[config.mk]
export PLATFORM = sky130hd
export DESIGN_NAME = lcr_div
export DESIGN_NICKNAME = d
export VERILOG_FILES = /design/src/sv/assert_macros.svh /design/src/sv/lcr_pkg.sv /design/src/sv/lcr_div.sv
export SDC_FILE = /design/constraint.sdc
export NUM_CORES = 2
export LEC_CHECK = 0
export BUFFER_PORTS_ARGS = -buffer_cell sky130_fd_sc_hd__buf_2
export CAP_MARGIN = 5
export CORE_MARGIN = 2
export CORE_UTILIZATION = 50
export DETAILED_ROUTE_END_ITERATION = 6
export PLACE_DENSITY = 0.65
export SETUP_SLACK_MARGIN = 0.5
export SLEW_MARGIN = 10
export SYNTH_ARGS = -nofsm -noshare
export SYNTH_HDL_FRONTEND = slang
export SYNTH_SLANG_ARGS = --single-unit
[constraint.sdc]
create_clock -name clk_i -period 6.48 [get_ports clk_i]
set_clock_uncertainty 0.15 [all_clocks]
set_input_delay 0.324 -clock clk_i [delete_from_list [all_inputs] [get_ports clk_i]]
set_output_delay 0.324 -clock clk_i [all_outputs]
set_load 0.1 [all_outputs]
[src/sv/assert_macros.svh]
// Assertion macros used by line_clip_rect.
// Needs clk_i and rst_ni in the scope where a macro is used.
`ifndef ASSERT_MACROS_SVH
`define ASSERT_MACROS_SVH

// Same-cycle implication, disabled during reset.
`define LCR_ASSERT_IMP(lbl, ante, cons, msg) \
  lbl: assert property (@(posedge clk_i) disable iff (!rst_ni) (ante) |-> (cons)) \
    else $error(msg);

// Next-cycle implication, disabled during reset.
`define LCR_ASSERT_NXT(lbl, ante, cons, msg) \
  lbl: assert property (@(posedge clk_i) disable iff (!rst_ni) (ante) |=> (cons)) \
    else $error(msg);

`endif

[src/sv/lcr_pkg.sv]
// Package for the line clipper: defaults, register indexes, shared types.
// No dependencies.
`timescale 1ns / 1ps
`default_nettype none

package lcr_pkg;

  localparam int COORD_BITS_DEF = 16;
  localparam int FRAC_BITS_DEF  = 24;

  // Rectangle edges and clipped outputs are 15-bit unsigned.
  localparam int EDGE_W  = 15;
  localparam int CFG_IDX_W = 2;
  localparam logic [EDGE_W-1:0] OUT_MAX = {EDGE_W{1'b1}};

  localparam logic [EDGE_W-1:0] LEFT_RST   = EDGE_W'(0);
  localparam logic [EDGE_W-1:0] RIGHT_RST  = EDGE_W'(1024);
  localparam logic [EDGE_W-1:0] TOP_RST    = EDGE_W'(0);
  localparam logic [EDGE_W-1:0] BOTTOM_RST = EDGE_W'(1024);

  typedef enum logic [CFG_IDX_W-1:0] {
    REG_LEFT   = 2'd0,
    REG_RIGHT  = 2'd1,
    REG_TOP    = 2'd2,
    REG_BOTTOM = 2'd3
  } cfg_reg_e;

  // Edge flags that ride along with each ratio.
  typedef struct packed {
    logic pzero;  // segment parallel to the edge
    logic qneg;   // start point outside the edge
    logic pneg;   // entering edge
  } ratio_flags_t;

endpackage

`default_nettype wire

[src/sv/lcr_div.sv]
// Pipelined restoring divider: q/p as signed fixed point, saturated to [-2,2).
// Depends on lcr_pkg. One quotient bit per stage.
`timescale 1ns / 1ps
`default_nettype none

module lcr_div #(
  parameter int MAG_W     = 17,
  parameter int FRAC_BITS = 24
) (
  input  wire                            clk_i,
  input  wire                            ce_i,
  input  wire logic signed [MAG_W:0]     q_i,
  input  wire logic signed [MAG_W:0]     p_i,
  output logic signed [FRAC_BITS+1:0]    r_o,
  output lcr_pkg::ratio_flags_t          flags_o
);
  import lcr_pkg::*;

  localparam int QW = FRAC_BITS + 1;

  // stage 0: magnitudes and signs
  logic [MAG_W-1:0] mq0_q, mp0_q;
  logic             neg0_q;
  ratio_flags_t     fl0_q;

  logic signed [MAG_W:0] nq, np;
  assign nq = -q_i;
  assign np = -p_i;

  always_ff @(posedge clk_i) begin
    if (ce_i) begin
      mq0_q      <= q_i[MAG_W] ? nq[MAG_W-1:0] : q_i[MAG_W-1:0];
      mp0_q      <= p_i[MAG_W] ? np[MAG_W-1:0] : p_i[MAG_W-1:0];
      neg0_q     <= q_i[MAG_W] ^ p_i[MAG_W];
      fl0_q.pzero <= (p_i == '0);
      fl0_q.qneg  <= q_i[MAG_W];
      fl0_q.pneg  <= p_i[MAG_W];
    end
  end

  // stage k: k=0 integer bit, k>=1 fraction bits
  logic [MAG_W-1:0] rem_q [0:FRAC_BITS];
  logic [MAG_W-1:0] mp_q  [0:FRAC_BITS];
  logic [QW-1:0]    quo_q [0:FRAC_BITS];
  logic             sat_q [0:FRAC_BITS];
  logic             neg_q [0:FRAC_BITS];
  ratio_flags_t     fl_q  [0:FRAC_BITS];

  logic             ge0, sat0;
  logic [MAG_W-1:0] sub0;
  assign ge0  = (mq0_q >= mp0_q);
  assign sat0 = ({1'b0, mq0_q} >= {mp0_q, 1'b0});
  assign sub0 = mq0_q - mp0_q;

  always_ff @(posedge clk_i) begin
    if (ce_i) begin
      rem_q[0] <= ge0 ? sub0 : mq0_q;
      mp_q[0]  <= mp0_q;
      quo_q[0] <= {{(QW-1){1'b0}}, ge0};
      sat_q[0] <= sat0;
      neg_q[0] <= neg0_q;
      fl_q[0]  <= fl0_q;
    end
  end

  for (genvar k = 1; k <= FRAC_BITS; k++) begin : g_iter
    logic [MAG_W:0] sh, df;
    logic           ge;
    assign sh = {rem_q[k-1], 1'b0};
    assign ge = (sh >= {1'b0, mp_q[k-1]});
    assign df = sh - {1'b0, mp_q[k-1]};
    always_ff @(posedge clk_i) begin
      if (ce_i) begin
        rem_q[k] <= ge ? df[MAG_W-1:0] : sh[MAG_W-1:0];
        mp_q[k]  <= mp_q[k-1];
        quo_q[k] <= {quo_q[k-1][QW-2:0], ge};
        sat_q[k] <= sat_q[k-1];
        neg_q[k] <= neg_q[k-1];
        fl_q[k]  <= fl_q[k-1];
      end
    end
  end

  // final stage: sign and saturation
  logic signed [QW:0] pos, neg;
  assign pos = $signed({1'b0, quo_q[FRAC_BITS]});
  assign neg = -pos;

  always_ff @(posedge clk_i) begin
    if (ce_i) begin
      if (sat_q[FRAC_BITS]) begin
        r_o <= neg_q[FRAC_BITS] ? $signed({1'b1, {QW{1'b0}}})
                                : $signed({1'b0, {QW{1'b1}}});
      end else begin
        r_o <= neg_q[FRAC_BITS] ? neg : pos;
      end
      flags_o <= fl_q[FRAC_BITS];
    end
  end

endmodule

`default_nettype wire

==> metrics <==
core area=132000 µm²; GR Util met3=2.95%; Worst EP required=between 6 and 7 ns; clock share of power=23.6%; Peak Freq=259 MHz; Seq/Total Area, Yosys=approximately three fifths; Syn-to-layout area delta=11.9%; DRC=0; multi-input logic area=24000 µm²; Arr. time, crit path=~4.2 ns; clk_lat worst skew=0.78 ns; max_cap viols=0; Logic pwr share=38.0%; port buffer count=66; post-synthesis net count=5787; register clock-pin slew on the reported worst setup and hold paths=0.06 ns; Post-synth EDFFs=1333; antenna viol nets, final=0; total number of vias=~40000; top-count cell post-synth=edfxtp_1; vias in the first global route=between 30000 and 40000; crit share post-route=roughly three fifths; Post-Syn Area per Cell=12.6 µm²; first-pass GRT wire length=roughly 210000 µm; critical path endpoint category=flip-flop; Post-Layout Cell Count=approximately 7400; peak supply drop=between 200 and 300 µV; final hold vios=0; RSZ-0062 raised after global routing=no; dpl cell area=68900 µm²; Worst-Margin Slew=1.16 ns; placed cells=7042; Initial DRT Pass Iterations=6; Finished Cell Area=74300 µm²; Period minus WS final=3.86 ns; Die Width=368 µm; initial core utilization=50.4%; Setup TNS=0 ns; Register Area=approximately 40000 µm²; DP Wirelength=91200 µm; H-Tree Depth=4; sequential fraction of design power=~39%; grt total ovfl=0; initial antenna violation count=3; full die area=about 140000 µm²; root buffer cell=clkbuf_16; Post-synth ARST share=0%; final WL=about 130000 µm; switching pwr=11.7 mW; GRT met1 Usage=25.3%; FP Rows=133; RR Endpoint=rem_q[2][39]$_DFFE_PP_; P_int=23.0 mW; Yosys Warn Count=0; Final Net Count=6007; slew margin rel.=~22%; Reg2Reg Setup Slack=2.62 ns; Mapped Cells=5282; WS Path Type=flip-flop to flip-flop; final worst setup slack=~2.6 ns; GR Layer Usage met2=31.7%; CP max FO=32; pre-CTS WS=2.70 ns; initial drt markers=3114; Synth cell types=93; Die Ht=368 µm; status=complete, no violations; CTS tree=done; Layout Utilization=approximately 56%; ys flop type=edfxtp_1; CP Launch Type=flip-flop; Hold Path Class=input port to flip-flop; post-CTS sizing=0; clk sinks=1333; Final Power=34.8 mW; # fillers=roughly 11000; power density of the placed cells=about 470 nW/µm²; final setup vio count=0; Routed WL per cell=17.3 µm; worst reg-to-reg path cell count=8; Max Slew Vio Count=0; leading area contributor after synthesis=edfxtp_1; WHS Endpoint=mq0_q[0]$_DFFE_PP_; Lkg Pwr=29.0 nW; worst hold stages=2; TritonCTS buffer count=146; Post-synth top cells=edfxtp_1 (1333), inv_1 (527), ha_1 (443), o21ai_0 (387), nand2_1 (364); # IOs=67; Clock Path Buffers=3; Total GRT Usage=18.9%; top cells by area, synth=edfxtp_1 (60%), ha_1 (8.4%), inv_1 (3.0%), o21ai_0 (2.9%), xnor2_1 (2.7%); Fin Hold WS=0.139 ns; largest net degree at the start of global routing=192; share of cells above drive strength 1=9.01%; gpl congestion=0.892; HP Start=q_i[0]; vias per cell=5.45; Post-Syn Area=66400 µm²; sw frac=roughly a third; Yosys top cell area share=60.3%; Synth Register Bits=1333; Top Usage Layer GRT=met2; r2r startpoint=rem_q[2][18]$_DFFE_PP_
-- critical path, stage by stage (launching register included) --
cell and delay (ns):
edfxtp_1 0.39, ha_1 0.36, nor2b_1 0.15, o21ai_0 0.22
a21oi_1 0.14, o21a_1 0.22, a221oi_1 0.66, a22o_1 0.90
mux2_2 0.42
-- cell families (layout without fill, tap and decap cells) --
family	count (synthesis)	in the layout	share of synthesized area, %
buf+inv	614	949	3.57
flops	1333	1333	60.3
fa+ha+maj	467	467	9.07
compound gates	1270	1270	11.9
other cells	0	2	0
simple gates	1084	1084	7.69
mux	176	176	3.00
xor+xnor	338	338	4.46
-- cell usage in the layout (no fill, tap or decap), drive strengths merged, types with 9 or more instances in the layout --
cell         Yosys  routed
ha             443     443
nor3            60      60
and2            14      14
a21oi          357     357
edfxtp        1333    1333
or2             11      11
clkinv           0      57
o31ai           31      31
xor2           134     134
nand4           45      45
o21ai          401     401
mux2i           14      14
and4             9       9
bufinv           0      15
o21a            59      59
a31oi           56      56
nand2          365     365
o21bai          19      19
inv            529     534
nand2b          85      85
nor2b           70      70
or3             20      20
buf             30      90
o41ai           20      20
a21o           111     111
clkbuf          55     178
o311ai          15      15
nand3           58      58
o211ai          20      20
a41oi           11      11
fa              24      24
a21boi          10      10
xnor2          204     204
dlygate4sd3      0      67
o31a            34      34
a211oi          37      37
nor2           288     288
and3            27      27
mux2           162     162
a221o           12      12
-- final cells by class --
type,count,share of cell area (%)
antenna,2,0.00674
clock buffer,178,5.22
clock inverter,85,1.19
inverter,529,2.67
multi-input combinational,3335,32.3
sequential,1333,53.9
tap,1755,2.96
timing repair buffer,157,1.73
-- routing by layer --
| layer | up-vias | share of wire (%) |
|---|---|---|
| met5 | - | 0 |
| met4 | 0 | 2.6 |
| met3 | 198 | 4.1 |
| met2 | 830 | 48 |
| met1 | 19200 | 45 |
| li1 | 20000 | - |
-- state kept, by name, indices dropped and copies added, names as in the netlist --
name and flops:
fl0_q 3, fl_q 75, flags_o 3, mp0_q 17, mp_q 408, mq0_q 17, neg0_q 1, neg_q 25
quo_q 325, r_o 26, rem_q 408, sat_q 25
-- what timing repair did --
action                    in CTS  in global routing
hold endpoints to repair     145                  0
hold buffers                  67                  0
setup buffers                  0                  0
-- power by group through the flow --
stage / logic (mW) / registers, mW / clock network [mW]
after global placement: 12.8 / 13.6 / 0
after CTS: 13.2 / 13.4 / 8.44
after floorplan: 10.4 / 13.1 / 0
after global routing: 14.9 / 13.6 / 8.78
after detailed placement: 13.0 / 13.6 / 0
final: 13.2 / 13.4 / 8.20
-- worst max path at each step --
stage	endpoint	startpoint	slack [ns]	cells after the start
finish	rem_q[2][39]$_DFFE_PP_	rem_q[2][18]$_DFFE_PP_	2.62	8
global route	rem_q[2][39]$_DFFE_PP_	rem_q[2][18]$_DFFE_PP_	2.37	8
CTS	rem_q[2][39]$_DFFE_PP_	rem_q[2][18]$_DFFE_PP_	2.67	8
detailed placement	rem_q[2][39]$_DFFE_PP_	rem_q[2][18]$_DFFE_PP_	2.70	8
global placement	rem_q[2][39]$_DFFE_PP_	rem_q[2][18]$_DFFE_PP_	2.77	8
floorplan	rem_q[2][10]$_DFFE_PP_	rem_q[1][120]$_DFFE_PP_	3.47	10
Power figures use the tool's default switching activity.
